[src/design/tcgr_pkg.sv]
// shared types and constants for the text console glyph renderer
`timescale 1ns / 1ps

package tcgr_pkg;

  localparam int GLYPH_COUNT = 256;
  localparam int CELL_SIZE   = 8;
  localparam int GLYPH_AW    = $clog2(GLYPH_COUNT);
  localparam int CELL_AW     = $clog2(CELL_SIZE);
  localparam int PIX_COUNT   = CELL_SIZE * CELL_SIZE;
  localparam int PIX_AW      = $clog2(PIX_COUNT);
  localparam int QUEUE_DEPTH = 2;
  localparam int QUEUE_AW    = $clog2(QUEUE_DEPTH);

  localparam int CURSOR_W = 13;
  localparam int ADDR_W   = 33;
  localparam int COLOR_W  = 24;
  localparam int CFG_AW   = 3;
  localparam int CFG_DW   = 32;

  localparam logic [7:0] CODE_NEWLINE = 8'h0A;
  localparam logic [7:0] CODE_RETURN  = 8'h0D;

  typedef enum logic {
    CMD_CHAR = 1'b0,
    CMD_LOAD = 1'b1
  } cmd_e;

  typedef enum logic [CFG_AW-1:0] {
    CFG_SCREEN_WIDTH    = 3'd0,
    CFG_SCREEN_HEIGHT   = 3'd1,
    CFG_BYTES_PER_PIXEL = 3'd2,
    CFG_LINE_PITCH      = 3'd3,
    CFG_FRAME_BASE      = 3'd4,
    CFG_FG_COLOR        = 3'd5
  } cfg_idx_e;

  typedef struct packed {
    logic        cmd;
    logic [7:0]  char_code;
    logic [63:0] glyph_bits;
  } in_item_t;

  typedef struct packed {
    logic [ADDR_W-1:0]  byte_address;
    logic [COLOR_W-1:0] pixel_bytes;
    logic               last;
  } out_item_t;

  typedef struct packed {
    logic [15:0]        screen_width;
    logic [15:0]        screen_height;
    logic [4:0]         bytes_per_pixel;
    logic [15:0]        line_pitch;
    logic [31:0]        frame_base;
    logic [COLOR_W-1:0] fg_color;
  } cfg_t;

  typedef struct packed {
    logic [ADDR_W-1:0]    base;
    logic [PIX_COUNT-1:0] glyph;
  } job_t;

  typedef struct packed {
    logic full;
    logic empty;
  } queue_status_t;

endpackage

[src/design/tcgr_queue.sv]
// short job queue between front and back ends
`timescale 1ns / 1ps

module tcgr_queue (
  input  logic                    clk_i,
  input  logic                    rst_ni,
  input  logic                    push_i,
  input  tcgr_pkg::job_t          job_i,
  input  logic                    pop_i,
  output tcgr_pkg::job_t          job_o,
  output tcgr_pkg::queue_status_t status_o
);
  import tcgr_pkg::*;

  job_t                slots_q [QUEUE_DEPTH];
  logic [QUEUE_AW-1:0] wptr_q, rptr_q;
  logic [QUEUE_AW:0]   count_q;

  function automatic logic [QUEUE_AW-1:0] next_ptr(input logic [QUEUE_AW-1:0] p);
    next_ptr = (p == QUEUE_AW'(QUEUE_DEPTH - 1)) ? '0 : p + 1'b1;
  endfunction

  always_ff @(posedge clk_i or negedge rst_ni) begin
    if (!rst_ni) begin
      wptr_q  <= '0;
      rptr_q  <= '0;
      count_q <= '0;
    end else begin
      if (push_i) begin
        wptr_q <= next_ptr(wptr_q);
      end
      if (pop_i) begin
        rptr_q <= next_ptr(rptr_q);
      end
      if (push_i && !pop_i) begin
        count_q <= count_q + 1'b1;
      end else if (pop_i && !push_i) begin
        count_q <= count_q - 1'b1;
      end
    end
  end

  always_ff @(posedge clk_i) begin
    if (push_i) begin
      slots_q[wptr_q] <= job_i;
    end
  end

  assign job_o          = slots_q[rptr_q];
  assign status_o.full  = (count_q == (QUEUE_AW + 1)'(QUEUE_DEPTH));
  assign status_o.empty = (count_q == '0);

endmodule

[config.mk]
export PLATFORM = sky130hd
export DESIGN_NAME = tcgr_queue
export DESIGN_NICKNAME = d
export VERILOG_FILES = /design/src/design/tcgr_pkg.sv /design/src/design/tcgr_queue.sv
export SDC_FILE = /design/constraint.sdc
export NUM_CORES = 1
export LEC_CHECK = 0
export ABC_CLOCK_PERIOD_IN_PS = 11700
export CAP_MARGIN = 40
export CORE_ASPECT_RATIO = 1.4
export CORE_MARGIN = 10
export CORE_UTILIZATION = 45
export DETAILED_ROUTE_END_ITERATION = 7
export DONT_BUFFER_PORTS = 1
export HOLD_SLACK_MARGIN = 0.1
export PLACE_DENSITY_LB_ADDON = 0.08
export SLEW_MARGIN = 20
export SYNTH_ARGS = -nofsm -noshare
export SYNTH_HDL_FRONTEND = slang
export SYNTH_SLANG_ARGS = --single-unit
[constraint.sdc]
create_clock -name clk_i -period 11.7 [get_ports clk_i]
set_input_delay 1.17 -clock clk_i [delete_from_list [all_inputs] [get_ports clk_i]]
set_output_delay 1.17 -clock clk_i [all_outputs]
set_load 0.03 [all_outputs]
==> results.cfg, run 1 <==
[worst_setup_path]
worstPathRequired_ns = 10.53
rr_endpoint = slots_q[1][95]$_DFFE_PP_
worstSetupPathDepth = 2
ff2ff_path_depth = 2
critical_path_class = reg2out
critPathSlowestCell = dfrtp_4
slowest_delay_ns = 0.83
crit_path_start = rptr_q$_DFFE_PN0P_
endpoint_kind = output port
crit_chain = buf_4 > mux2_2
start_kind = flip-flop
critPathTopFamily = flip-flops
critPathArrivalTime_ns = 2.55
path_buf_inv = 1
cp_max_fo = 54
rrSetupSlack_ns = 9.56
cp-endpoint = job_o[49]
r2r_start = wptr_q$_DFFE_PN0P_

[clock_tree]
cts_max_level = 4
cts.sinks = 198
cts_made_buffers = 17
cts.clk_slew.worst_paths_ns = 0.07
cts_setup_buffers = 0
tritoncts = done
cts_resized = 0
insertion_delay_ns = 0.42
clk_path_buf_depth = 2
cts_root_buf = clkbuf_16
cts_hold_buffers = 0

[detailed_routing]
antenna_left = 0
routed_wl_mm = 14.2
drc = 0
dr.pass1.iters = 4
viasPerCell = 5.34
first_iter_violations = 143
wl_per_cell_um = 26.2
vias = 2882

[flow_run]
cap_viol_max_count = 0

[cells_and_area]
utilization_pct = 51.3
finalNonFillerCells = 540
area.sequential_um2 = 5930
multi_input_area_um2 = 1260
n_antenna_cell = 0
fillers = 1294
nets = 433
area_growth_pct = 11.3
drive_above_1_share_pct = 39.2

[power]
vdd_drop_max_uv = 134
swShare_pct = 36.7
p_sw_mw = 0.827
clockPowerShare_pct = 24.5
comb_power_share_pct = 31.0
p_total_mw = 2.26
leakage_nw = 2.70
internal_power_mw = 1.43
powerDensity_nw_per_um2 = 279
p_seq_share_pct = 44.5

[sta]
tns_ns = 0
relSlewSlack_pct = 46.3
skew_ns = 0.0117
final_hold_viol_count = 0
fmax_mhz = 269
slew_violations = 0
period_needed_ns = 3.72
period_share_pct = 31.8
hold_slack_ns = 0.442
worst_pin_slew_ns = 0.806
rsz0062_at_grt = false
setup_violations = 0

[synthesis]
yosys.area_share.simple_pct = 0.362
synth-seq-area-share_pct = 81.6
synth_compound_area_share_pct = 0
synthAdderAreaFrac_pct = 0.172
synth_top_family_by_area = multiplexers
synth-xor-area-share_pct = 0.603
synth_cells = 318
yosys_register_bits = 198
syn_area_per_cell_um2 = 22.8
synth_nets = 420
synth.area.mux_share_pct = 16.1
synth_area_um2 = 7260
yosys_warnings = 0
ys_types = 13

[die]
rows = 54
start_util_pct = 46.1
io_pins = 200
die-area_um2 = 21700
die_y_um = 170
die_x_um = 127
coreArea_um2 = 15700

[global_routing]
grt_pass1_wl_mm = 20.6
track_usage_pct = 12.8
antenna_found_initial = 0
grt_start_max_net_pins = 55
overflow = 0
grt_pass1_vias = 3142

[placement]
port_buffers = 0
gp_congestion = 0.720
hpwl_mm = 9.87
placed_cells = 508

[hold_path]
hp-class = in2async

[outcome]
outcome = complete, no violations
[through the flow]
| step | area [um2] | setup WS [ns] |
|---|---|---|
| 6_report | 8080 | 7.98 |
| 4_1_cts | 8080 | 7.90 |
| 2_1_floorplan | 7260 | 5.74 |
| 5_1_grt | 8080 | 7.83 |
| 3_5_place_dp | 7510 | 8.36 |
| 3_3_place_gp | 7460 | 8.40 |
[area by class of cell]
type                    instances  share of cell area (%)
clock buffers                  18                    5.31
clock inverters                14                    1.75
inverters                       1                  0.0465
multi-input cells             108                    15.6
flip-flops and latches        198                    73.4
well taps                     196                    3.04
repair buffers                  5                   0.867
[routing by layer]
metal / wire [um] / part of all wire (%) / up-vias / track usage (%)
li1: - / - / 1284 / -
met1: 4420 / 31 / 1465 / 12.2
met2: 7520 / 53 / 122 / 21.8
met3: 2050 / 14 / 11 / 8.43
met4: 180 / 1.3 / 0 / 4.32
met5: 0 / 0 / - / 0
[synth_stat cells]
cell type / number / share of area [%]
edfxtp_1: 194 / 80
mux2_2: 77 / 12
mux2_4: 20 / 4.1
buf_2: 7 / 0.48
buf_6: 4 / 0.62
dfrtp_1: 4 / 1.4
xor2_1: 4 / 0.48
nor2_1: 2 / 0.10
nor2b_1: 2 / 0.17
and2_1: 1 / 0.086
ha_1: 1 / 0.17
inv_1: 1 / 0.052
xnor2_1: 1 / 0.12
[how the worst min path moves through the flow]
stage	startpoint	end	slack, ns	cells after the start
finish	rst_ni	count_q[0]$_DFFE_PN0P_	0.44	0
detailed placement	count_q[1]$_DFFE_PN0P_	count_q[1]$_DFFE_PN0P_	0.50	1
floorplan	wptr_q$_DFFE_PN0P_	wptr_q$_DFFE_PN0P_	0.46	1
global placement	count_q[1]$_DFFE_PN0P_	count_q[1]$_DFFE_PN0P_	0.47	1
CTS	rst_ni	count_q[0]$_DFFE_PN0P_	0.42	0
global route	rst_ni	count_q[0]$_DFFE_PN0P_	0.42	0
[registers in the layout, summed over array words and instances (netlist names)]
name and flops:
slots_q 194, wptr_q 1, rptr_q 1, count_q 2
[worst reg2reg max path: stages, from the launching register on]
cell and delay [ns]:
dfrtp_1 0.43, and2_4 0.60, buf_4 0.70
[cells by family (layout without fill, tap and decap cells)]
group | after synthesis | after routing
xor gates and xnor gates | 5 | 5
muxes | 97 | 97
DFF | 198 | 198
buffers and inverters | 12 | 38
and+or+nand+nor | 5 | 5
adders and majority gates | 1 | 1
[power by group through the flow]
stage / Sequential [mW] / Combinational, mW / Clock [mW]
floorplan: 0.996 / 0.647 / 0
global placement: 1.02 / 0.702 / 0
detailed placement: 1.02 / 0.716 / 0
CTS: 1.01 / 0.718 / 0.574
global route: 1.02 / 0.735 / 0.597
finish: 1.00 / 0.699 / 0.553
[cells in the final DEF (no fill, tap or decap), types with 2 or more instances in the layout]
cell type  synthesis  final
inv_8              0      2
clkbuf_16          0     17
edfxtp_1         194    194
mux2_4            20     20
xor2_1             4      4
mux2_2            77     77
inv_6              0      5
buf_4              0      3
dfrtp_1            4      3
clkinv_8           0      3
nor2_1             2      2
clkinv_4           0      2
Power figures use the tool's default switching activity.
==> run 2: changes to the inputs <==
--- a/config.mk
+++ b/config.mk
@@ -5,7 +5,7 @@
 export SDC_FILE = /design/constraint.sdc
 export NUM_CORES = 1
 export LEC_CHECK = 0
-export ABC_CLOCK_PERIOD_IN_PS = 11700
+export ABC_CLOCK_PERIOD_IN_PS = 3440
 export CAP_MARGIN = 40
 export CORE_ASPECT_RATIO = 1.4
 export CORE_MARGIN = 10
==> constraint.sdc (replaced) <==
create_clock -name clk_i -period 3.44 [get_ports clk_i]
set_input_delay 0.344 -clock clk_i [delete_from_list [all_inputs] [get_ports clk_i]]
set_output_delay 0.344 -clock clk_i [all_outputs]
set_load 0.03 [all_outputs]
==> run 2 against run 1 <==
Utilization grew 6.4 points. Sequential power grew to 3.4 times the previous value. Hold slack lost 0.26 ns. Clock skew shrank 0.0039 ns. Clock-buffer cell count is the same. Global-route usage is essentially flat. Total power grew to 3.4 times the previous value. Largest cell class unchanged. Largest power group unchanged.
==> results.cfg, run 2 (synthesis gave the netlist of run 1 again) <==
[worst_setup_path]
critical_path_class = reg2out
critPathSlowestCell = dfrtp_4
endpoint_kind = output port
crit_chain = buf_12 > mux2_2
rrSetupSlack_ns = 1.71
slowest_delay_ns = 0.86
rr_endpoint = slots_q[1][12]$_DFFE_PP_
cp_max_fo = 53
r2r_start = wptr_q$_DFFE_PN0P_
start_kind = flip-flop
ff2ff_path_depth = 3
worstPathRequired_ns = 3.10
critPathArrivalTime_ns = 2.16

[sta]
skew_ns = 0.00782
slew_violations = 0
rsz0062_at_grt = false
tns_ns = 0
fmax_mhz = 400
final_hold_viol_count = 0
relSlewSlack_pct = 54.3
setup_violations = 0
period_needed_ns = 2.50
period_share_pct = 72.7
worst_pin_slew_ns = 0.685

[clock_tree]
cts_resized = 0
insertion_delay_ns = 0.42
clk_path_buf_depth = 2
cts_setup_buffers = 0
cts.sinks = 198
cts_max_level = 4
cts_made_buffers = 17
cts_hold_buffers = 100
cts_root_buf = clkbuf_16
cts.clk_slew.worst_paths_ns = 0.06
tritoncts = done

[global_routing]
grt_pass1_vias = 3697
grt_start_max_net_pins = 61
grt_pass1_wl_mm = 21.2
antenna_found_initial = 1
track_usage_pct = 12.8
overflow = 0

[cells_and_area]
area_growth_pct = 25.2
nets = 534
final_common_cell = edfxtp_1
reg_top3 = slots_q: 194 flops, count_q: 2 flops
multi_input_area_um2 = 1260
area.sequential_um2 = 5930
drive_above_1_share_pct = 30.1
regMostFlops = slots_q
largest_register_ffs = 194
mostFrequentLayoutCells = edfxtp_1, dlygate4sd3_1, mux2_2
fillers = 1210
n_antenna_cell = 0

[placement]
gp_congestion = 0.695
hpwl_mm = 9.71
port_buffers = 0

[detailed_routing]
first_iter_violations = 187
antenna_left = 0
routed_wl_mm = 14.3
wl_per_cell_um = 22.4
drc = 0
vias = 3243
dr.pass1.iters = 4
viasPerCell = 5.08

[die]
die_x_um = 127
die-area_um2 = 21700
coreArea_um2 = 15700
start_util_pct = 46.1
die_y_um = 170
rows = 54
io_pins = 200

[power]
powerDensity_nw_per_um2 = 856
vdd_drop_max_uv = 409
p_total_mw = 7.79
leakage_nw = 3.11

[outcome]
outcome = complete, no violations

[hold_path]
hp-class = in2reg
whs_path_depth = 2
holdPathEnd = count_q[0]$_DFFE_PN0P_
hp-start = push_i

[flow_run]
cap_viol_max_count = 0
run 2: changes by cell type in the layout (fill, tap and decap cells not counted), sizes merged:
cell,change
dlygate4sd3,+100
buf,+1
clkinv,-4
inv,-4
bufinv,+2
clkinvlp,+3
run 2: how the worst max path moves through the flow:
stage	slack (ns)	end	cells after the start	start
5_1_grt	0.83	job_o[74]	2	rptr_q$_DFFE_PN0P_
3_5_place_dp	1.34	job_o[83]	2	rptr_q$_DFFE_PN0P_
6_report	0.94	job_o[91]	2	rptr_q$_DFFE_PN0P_
3_3_place_gp	1.37	job_o[6]	2	rptr_q$_DFFE_PN0P_
2_1_floorplan	0.07	slots_q[0][0]$_DFFE_PP_	1	wptr_q$_DFFE_PN0P_
4_1_cts	0.88	job_o[6]	2	rptr_q$_DFFE_PN0P_
run 2: critical path, delay by kind of cell, from the launching register on:
kind                   cells  cell delay, ns
buffers and inverters      1            0.37
DFF                        1            0.86
muxes                      1            0.47
run 2: layer usage:
layer / part of all wire [%] / routed length [um] / GRT usage [%]
met5: 0.091 / 13 / 0
met4: 2.0 / 280 / 5.66
met3: 9.6 / 1360 / 6.50
met2: 52 / 7460 / 21.6
met1: 36 / 5160 / 13.0
run 2: metrics by stage:
stage | setup slack [ns] | std cells | hold WS (ns) | utilization (%) | cell area, um2
final | 0.939 | 638 | 0.186 | 57.7 | 9090
after CTS | 0.877 | 637 | 0.160 | 57.6 | 9070
after detailed placement | 1.34 | 508 | 0.0487 | 47.7 | 7510
after global routing | 0.829 | 638 | 0.190 | 57.7 | 9090
after global placement | 1.37 | 507 | 0.0487 | 47.6 | 7490
after floorplan | 0.0719 | 318 | 0.0484 | - | 7260
run 2: area by class of cell:
class | count | area share, %
sequential | 198 | 65.2
multi-input combinational | 108 | 13.9
timing repair buffer | 106 | 12.1
clock buffer | 18 | 4.72
tap | 196 | 2.70
clock inverter | 11 | 1.39
inverter | 1 | 0.0413
run 2: where the power goes:
part / switching [mW] / internal [mW]
Clock: 0.800 / 1.06
Combinational: 1.69 / 0.794
Sequential: 0.237 / 3.20
Total: 2.73 / 5.06
