**config.mk**
```make
export PLATFORM = sky130hd
export DESIGN_NAME = tcgr_back
export DESIGN_NICKNAME = d
export VERILOG_FILES = /design/src/design/tcgr_pkg.sv /design/src/design/tcgr_back.sv
export SDC_FILE = /design/constraint.sdc
export NUM_CORES = 1
export LEC_CHECK = 0
export ABC_AREA = 1
export BUFFER_PORTS_ARGS = -buffer_cell sky130_fd_sc_hd__buf_2
export CORE_MARGIN = 5
export CORE_UTILIZATION = 35
export DETAILED_ROUTE_END_ITERATION = 10
export PLACE_DENSITY = 0.65
export SETUP_SLACK_MARGIN = 0.1
export SLEW_MARGIN = 30
export SYNTH_ARGS = -nofsm -noshare
export SYNTH_HDL_FRONTEND = slang
export SYNTH_SLANG_ARGS = --single-unit
```
**constraint.sdc**
```tcl
create_clock -name clk_i -period 4 [get_ports clk_i]
set_clock_uncertainty 0.15 [all_clocks]
set_input_delay 0.8 -clock clk_i [delete_from_list [all_inputs] [get_ports clk_i]]
set_output_delay 0.8 -clock clk_i [all_outputs]
set_load 0.02 [all_outputs]
```
**src/design/tcgr_pkg.sv**
```systemverilog
// shared types and constants for the text console glyph renderer
`timescale 1ns / 1ps

package tcgr_pkg;

  localparam int GLYPH_COUNT = 256;
  localparam int CELL_SIZE   = 8;
  localparam int GLYPH_AW    = $clog2(GLYPH_COUNT);
  localparam int CELL_AW     = $clog2(CELL_SIZE);
  localparam int PIX_COUNT   = CELL_SIZE * CELL_SIZE;
  localparam int PIX_AW      = $clog2(PIX_COUNT);
  localparam int QUEUE_DEPTH = 2;
  localparam int QUEUE_AW    = $clog2(QUEUE_DEPTH);

  localparam int CURSOR_W = 13;
  localparam int ADDR_W   = 33;
  localparam int COLOR_W  = 24;
  localparam int CFG_AW   = 3;
  localparam int CFG_DW   = 32;

  localparam logic [7:0] CODE_NEWLINE = 8'h0A;
  localparam logic [7:0] CODE_RETURN  = 8'h0D;

  typedef enum logic {
    CMD_CHAR = 1'b0,
    CMD_LOAD = 1'b1
  } cmd_e;

  typedef enum logic [CFG_AW-1:0] {
    CFG_SCREEN_WIDTH    = 3'd0,
    CFG_SCREEN_HEIGHT   = 3'd1,
    CFG_BYTES_PER_PIXEL = 3'd2,
    CFG_LINE_PITCH      = 3'd3,
    CFG_FRAME_BASE      = 3'd4,
    CFG_FG_COLOR        = 3'd5
  } cfg_idx_e;

  typedef struct packed {
    logic        cmd;
    logic [7:0]  char_code;
    logic [63:0] glyph_bits;
  } in_item_t;

  typedef struct packed {
    logic [ADDR_W-1:0]  byte_address;
    logic [COLOR_W-1:0] pixel_bytes;
    logic               last;
  } out_item_t;

  typedef struct packed {
    logic [15:0]        screen_width;
    logic [15:0]        screen_height;
    logic [4:0]         bytes_per_pixel;
    logic [15:0]        line_pitch;
    logic [31:0]        frame_base;
    logic [COLOR_W-1:0] fg_color;
  } cfg_t;

  typedef struct packed {
    logic [ADDR_W-1:0]    base;
    logic [PIX_COUNT-1:0] glyph;
  } job_t;

  typedef struct packed {
    logic full;
    logic empty;
  } queue_status_t;

endpackage

```
**src/design/tcgr_back.sv**
```systemverilog
// back end: expands one cell into pixel writes
`timescale 1ns / 1ps

module tcgr_back (
  input  logic                    clk_i,
  input  logic                    rst_ni,
  input  tcgr_pkg::cfg_t          cfg_i,
  input  tcgr_pkg::job_t          job_i,
  input  tcgr_pkg::queue_status_t q_status_i,
  output logic                    pop_o,
  output logic                    out_valid_o,
  input  logic                    out_stall_i,
  output tcgr_pkg::out_item_t     out_item_o
);
  import tcgr_pkg::*;

  logic                 busy_q;
  logic [PIX_AW-1:0]    cnt_q;
  logic [ADDR_W-1:0]    row_addr_q, pix_addr_q, row_next;
  logic [PIX_COUNT-1:0] glyph_q;
  logic                 fire, last, row_end;

  assign last     = (cnt_q == PIX_AW'(PIX_COUNT - 1));
  assign row_end  = (cnt_q[CELL_AW-1:0] == CELL_AW'(CELL_SIZE - 1));
  assign fire     = busy_q && !out_stall_i;
  assign pop_o    = !q_status_i.empty && (!busy_q || (fire && last));
  assign row_next = row_addr_q + {17'b0, cfg_i.line_pitch};

  always_ff @(posedge clk_i or negedge rst_ni) begin
    if (!rst_ni) begin
      busy_q <= 1'b0;
    end else if (pop_o) begin
      busy_q <= 1'b1;
    end else if (fire && last) begin
      busy_q <= 1'b0;
    end
  end

  always_ff @(posedge clk_i) begin
    if (pop_o) begin
      cnt_q      <= '0;
      row_addr_q <= job_i.base;
      pix_addr_q <= job_i.base;
      glyph_q    <= job_i.glyph;
    end else if (fire) begin
      cnt_q   <= cnt_q + 1'b1;
      glyph_q <= {glyph_q[PIX_COUNT-2:0], 1'b0};
      if (row_end) begin
        row_addr_q <= row_next;
        pix_addr_q <= row_next;
      end else begin
        pix_addr_q <= pix_addr_q + {28'b0, cfg_i.bytes_per_pixel};
      end
    end
  end

  assign out_valid_o             = busy_q;
  assign out_item_o.byte_address = pix_addr_q;
  assign out_item_o.pixel_bytes  = glyph_q[PIX_COUNT-1] ? cfg_i.fg_color : '0;
  assign out_item_o.last         = last;

endmodule

```
==> flow_summary.toml, run 1 <==
[detailed_routing]
vias_per_cell = 4.90
vias = 8645
wl_per_cell_um = 15.6
firstDrtPassIters = 5
drt_iter0_markers = 655
drcViolationCount = 0
drt-total-wl_mm = 27.4
ant_nets = 0

[timing]
setup_viol = 0
rsz0062_at_grt = "no"
relSlewSlack_pct = 44.8
fmax_mhz = 308
tightest_slew_ps = 828
maxSlewViolCount = 0
period_needed_ps = 3250
period_share_pct = 81.2
fin_setup_tns_ps = 0
setup_ws_ps = 751
hold_viol_final = 0

[setup_path]
max_stage_delay_ps = 370
crit_chain = "ha_1 > nand3_2 > nor3_4 > nand2_2 > nand2_2 > nand2_4 > inv_4 > buf_2"
path_max_fanout = 45
reg2reg_from = "cnt_q[0]"
cp-endpoint = "pop_o"
required_ps = 3050
crit_buf_inv = 2
worst-path-stages = 8
slowest_stage = "dfxtp_1"
cp_top_family = "simple AND/OR/NAND/NOR gates"
startpoint = "cnt_q[0]"
start_kind = "flip-flop"
reg2reg_to = "row_addr_q[14]"
rr_worst_depth = 5
cp-end-kind = "output port"
cpMostUsedCell = "nand2_2"
reg2reg_slack_ps = 1140
crit_arrival_ps = 2300
worstSetupPathType = "reg2out"

[die]
ios = 271
dieArea_um2 = 29100
core-area_um2 = 25300
die_h_um = 171
dieWidth_um = 171
start_util_pct = 35.7
rows = 58

[cts]
cts_root_buffer = "clkbuf_16"
cts_tree = "yes"
hold_buffers = 1
postCtsResizedCells = 0
cts.clk_slew.worst_paths_ps = 60
cts_buffers = 17
clock_latency_ps = 440
cts.sinks = 137
htree_levels = 4
post_cts_buffers = 0
clockBufferDepth = 2

[synthesis]
ys_top_cells_by_area = "edfxtp_1, nand2_1, inv_1"
synth-seq-cells = 137
synth_area_per_cell_um2 = 7.41
synthFlopType = "edfxtp_1"
syn-cell-area_um2 = 9020
synthCells = 1218
ys_async_sr_fraction_pct = 0.730
synth_top_area_share_pct = 43.3
syn_nets = 1454
synth_edf_count = 130
yosysSeqAreaShare_pct = 44.9
synthDistinctLibCells = 40
ys_warn_count = 0
synth_area_leader_cell = "edfxtp_1"

[power_and_ir_drop]
power.total_mw = 5.20
p_per_area_nw_per_um2 = 476
ir_drop_v = 0.000211
leakage_nw = 5.50

[global_routing]
grt_first_pass_wirelength_mm = 43.0
overflow = 0
grt_max_degree = 69
antenna_found_initial = 1
grt.total_usage_pct = 18.7
grt_pass1_vias = 8368

[placement]
place_congestion = 0.908
hpwl_mm = 21.0
port_buffers = 205
place_ws_ps = 804
placed_area_um2 = 10300

[final_layout]
final_cell_mix = "nand2_1, buf_2, inv_1, edfxtp_1, nand3_1"
final_nets = 1656
layout-drive-gt1-share_pct = 18.4
final_cell_area_um2 = 10900
finalCoreUtilization_pct = 43.3
n_antenna_cell = 0
layout_commonest_cell = "nand2_1"
area_growth_pct = 21.2

[worst_hold_path]
hp-class = "reg2reg"

[run_status]
status = "finished, final reports clean"

[flow_run]
maxCapViolCount = 0
[layout make-up]
cell class,instances,area [um2]
well taps,330,413
inverters,148,558
clock buffers,18,429
flip-flops and latches,137,4050
repair buffers,212,1110
fillers,2621,14300
multi-input cells,904,4220
clock inverters,14,160
[cells in the mapped netlist, types with 3 or more instances]
master / number
a21oi_1: 23
and2_1: 4
buf_2: 11
buf_4: 3
buf_6: 9
clkbuf_1: 5
dfxtp_1: 6
edfxtp_1: 130
ha_1: 23
inv_1: 145
nand2_1: 541
nand2_2: 4
nand2_4: 3
nand3_1: 107
nand3b_1: 11
nand4_1: 16
nor2_1: 82
nor3_1: 12
o211ai_1: 7
o21ai_0: 22
o21bai_1: 3
o221ai_1: 3
xnor2_1: 7
xor2_1: 18
[registers in the layout, indices dropped and copies added, names as in the netlist]
signal / count
cnt_q: 6
glyph_q: 64
out_valid_o: 1
pix_addr_q: 33
row_addr_q: 33
[power breakdown]
part	total (mW)	internal (mW)	switching, mW	leakage, nW
combinational	1.52	0.531	0.987	3.91
clock	1.64	0.934	0.702	0.281
sequential	2.05	1.85	0.196	1.31
total	5.20	3.32	1.88	5.50
[per-stage QoR]
stage | cells | hold slack [ps]
2_1_floorplan | 1218 | 308
3_3_place_gp | 1730 | 322
3_5_place_dp | 1730 | 329
4_1_cts | 1763 | 339
5_1_grt | 1763 | 365
6_report | 1763 | 336
[routing by layer]
layer | vias up | GRT usage, % | wire [um] | share of wire [%]
li1 | 4329 | - | - | -
met1 | 3903 | 24.0 | 11500 | 42
met2 | 364 | 31.3 | 12900 | 47
met3 | 47 | 4.48 | 2330 | 8.5
met4 | 2 | 6.25 | 752 | 2.7
met5 | - | 0 | 11 | 0.040
[how the worst min path moves through the flow]
stage / startpoint / endpoint / slack [ps] / cells after the start
finish: cnt_q[1] / cnt_q[1] / 340 / 2
detailed placement: cnt_q[1] / cnt_q[1] / 330 / 2
global placement: cnt_q[1] / cnt_q[1] / 320 / 2
CTS: cnt_q[1] / cnt_q[1] / 340 / 2
global route: cnt_q[1] / cnt_q[1] / 370 / 2
floorplan: cnt_q[1] / cnt_q[1] / 310 / 2
[worst min-delay path: cells and delay by family, from the launching register on]
| kind | cells | cell delay, ps |
|---|---|---|
| AND/OR/NAND/NOR | 1 | 60 |
| AO/OA/AOI/OAI | 1 | 50 |
| flip-flops | 1 | 320 |
[kinds of logic (layout without fill, tap and decap cells)]
group / Yosys count / count (layout) / synth area share [%]
compound gates: 62 / 62 / 3.94
xor+xnor: 25 / 25 / 2.43
fa+ha+maj: 25 / 25 / 3.63
buf+inv: 177 / 392 / 8.60
flops: 137 / 137 / 44.9
simple gates: 792 / 792 / 36.5
(Power assumes the default switching activity.)
==> run 2, diff against run 1 <==
ABC_AREA = 0   (was 1)
PLACE_DENSITY = 0.66   (was 0.65)
clock period = 2.8 ns   (was 4 ns; I/O delays follow)
==> flow_summary.toml, run 2 <==
[detailed_routing]
vias_per_cell = 5.03
drt_iter0_markers = 406
drt-total-wl_mm = 23.0
ant_nets = 0
vias = 7025
firstDrtPassIters = 5
wl_per_cell_um = 16.5
drcViolationCount = 0

[setup_path]
slowest_stage = "edfxtp_1"
crit_arrival_ps = 2820
reg2reg_slack_ps = 10
cp-end-kind = "flip-flop"
worst-path-stages = 9
rr_worst_depth = 9
cp_top_family = "compound AO/OA/AOI/OAI gates"
max_stage_delay_ps = 410
reg2reg_from = "row_addr_q[0]"
required_ps = 2830
worstSetupPathType = "reg2reg"
path_max_fanout = 6
reg2reg_to = "pix_addr_q[28]"
start_kind = "flip-flop"
crit_chain = "ha_4 > fa_2 > a21o_1 > a221oi_4 > o221a_4 > a211oi_2 > xnor2_1 > and2_1 > o21ai_2"
crit_buf_inv = 0

[final_layout]
layout_commonest_cell = "nand2_1"
top_regs = "glyph_q: 64 flops, pix_addr_q: 33 flops, row_addr_q: 33 flops"
stdcell_count = 1397
final_cell_area_um2 = 10800
n_antenna_cell = 0
layout-drive-gt1-share_pct = 34.9
finalCoreUtilization_pct = 48.2
top_register = "glyph_q"
final_cell_mix = "nand2_1, buf_2, edfxtp_1, buf_4, nor2_1"
largest_reg_flops = 64
fill_cells = 2137
area_growth_pct = 37.2
final_nets = 1335

[synthesis]
synthTopCellsByCount = "nand2_1, edfxtp_1, nor2_1, a21oi_1, xnor2_1"
syn-cell-area_um2 = 7890
yosysSeqAreaShare_pct = 51.3
yosysMostFrequentCell = "nand2_1"
synth-seq-cells = 137
synthCells = 836
synth_area_per_cell_um2 = 9.44
syn_nets = 1072
synthDistinctLibCells = 61
ys_async_sr_fraction_pct = 0.730
synthFlopType = "edfxtp_1"
ys_warn_count = 0
synth_top_area_share_pct = 49.5
synth_area_leader_cell = "edfxtp_1"
ys_top_cells_by_area = "edfxtp_1, nand2_1, xnor2_1"
synth_edf_count = 130

[timing]
hold_viol_final = 0
setup_ws_ps = 9.63
rsz0062_at_grt = "yes"
relSlewSlack_pct = 63.8
setup_viol = 0
period_needed_ps = 2790
maxSlewViolCount = 0
tightest_slew_ps = 540
period_share_pct = 99.7
fmax_mhz = 358

[power_and_ir_drop]
p_per_area_nw_per_um2 = 758
leakage_nw = 4.59
ir_drop_v = 0.000422

[cts]
cts.clk_slew.worst_paths_ps = 70
htree_levels = 4
cts_tree = "yes"
cts_buffers = 17
clock_latency_ps = 420
clockBufferDepth = 2
cts_root_buffer = "clkbuf_16"
cts.sinks = 137

[die]
core-area_um2 = 22400
rows = 55
dieWidth_um = 160
ios = 271
dieArea_um2 = 25600
start_util_pct = 35.2
die_h_um = 160

[worst_hold_path]
min_from = "q_status_i[0]"
hold_path_end = "out_valid_o"
hold_depth = 2
hp-class = "in2reg"

[global_routing]
grt_pass1_vias = 7078
overflow = 0
grt_use_met2_pct = 28.3
grt_util_met1_pct = 22.4
antenna_found_initial = 2
grt_first_pass_wirelength_mm = 36.1
grt_max_degree = 79
grt.total_usage_pct = 17.5
met3_usage_pct = 5.86
busiest_layer = "met2"

[flow_run]
maxCapViolCount = 0

[placement]
place_ws_ps = -308
port_buffers = 205
place_inst = 1357
placed_area_um2 = 9870
hpwl_mm = 16.3
place_congestion = 0.862

[run_status]
status = "finished, final reports clean"
run 2: cell count changes after synthesis, sizes merged, moves of 25 or more:
cell    change
inv       -133
nor2       -32
clkbuf     +26
and2       +25
nand2     -289
xnor2      +26
nand3      -89
run 2: kinds of logic (layout without fill, tap and decap cells):
group,count (synthesis),count (layout),share of synthesized area (%)
AOI/OAI and AO/OA,142,143,11.7
buffers and inverters,56,331,2.84
muxes,6,6,0.809
and+or+nand+nor,407,407,22.2
xor gates and xnor gates,63,63,6.99
DFF,137,137,51.3
adders and majority gates,25,25,4.15
run 2: timing repair:
item | 4_1_cts | 5_1_grt
pin swaps | 19 | 29
buffers inserted | 2 | 5
hold buffers | 1 | 0
hold endpoints to repair | 1 | 0
cloned | 1 | 0
setup endpoints to repair | 39 | 47
gates resized for setup | 17 | 41
run 2: worst reg2reg max path, stage by stage, from the launching register on:
cell and delay, ps:
edfxtp_1 410, ha_4 190, fa_2 340, a21o_1 210, a221oi_4 360, o221a_4 340, a211oi_2 110, xnor2_1 220
and2_1 180, o21ai_2 50
run 2: worst max path at each step:
stage | start | to | slack, ps
detailed placement | cfg_i[56] | pix_addr_q[16] | -310
CTS | row_addr_q[0] | pix_addr_q[32] | -10
finish | row_addr_q[0] | pix_addr_q[28] | 10
global placement | cfg_i[56] | row_addr_q[20] | -280
floorplan | cfg_i[72] | pix_addr_q[22] | -80
global route | cnt_q[1] | pop_o | -80
run 2: through the flow:
step / setup TNS (ps) / hold WS [ps] / total power [mW]
2_1_floorplan: -79.7 / 114 / 4.66
3_3_place_gp: -8580 / 185 / 5.65
3_5_place_dp: -8900 / 186 / 5.70
4_1_cts: -21.7 / 141 / 8.13
5_1_grt: -752 / 154 / 8.65
6_report: 0 / 161 / 8.20
run 2: where the power goes:
group	total [mW]	internal, mW	switching, mW
combinational	2.81	1.26	1.55
clock	2.36	1.35	1.01
sequential	3.03	2.74	0.299
run 2: layout make-up:
class / instances / area, um2 / share of cell area, %
sequential: 137 / 4050 / 37.4
multi-input combinational: 644 / 4040 / 37.3
timing repair buffer: 284 / 1720 / 15.9
clock buffer: 17 / 425 / 3.93
tap: 285 / 357 / 3.29
clock inverter: 15 / 175 / 1.62
inverter: 15 / 61.3 / 0.566
run 2: metal layers:
metal / up-vias / wire (um)
met1: 3295 / 9960
li1: 3453 / -
met2: 238 / 10800
met5: - / 27
met4: 4 / 427
met3: 35 / 1780
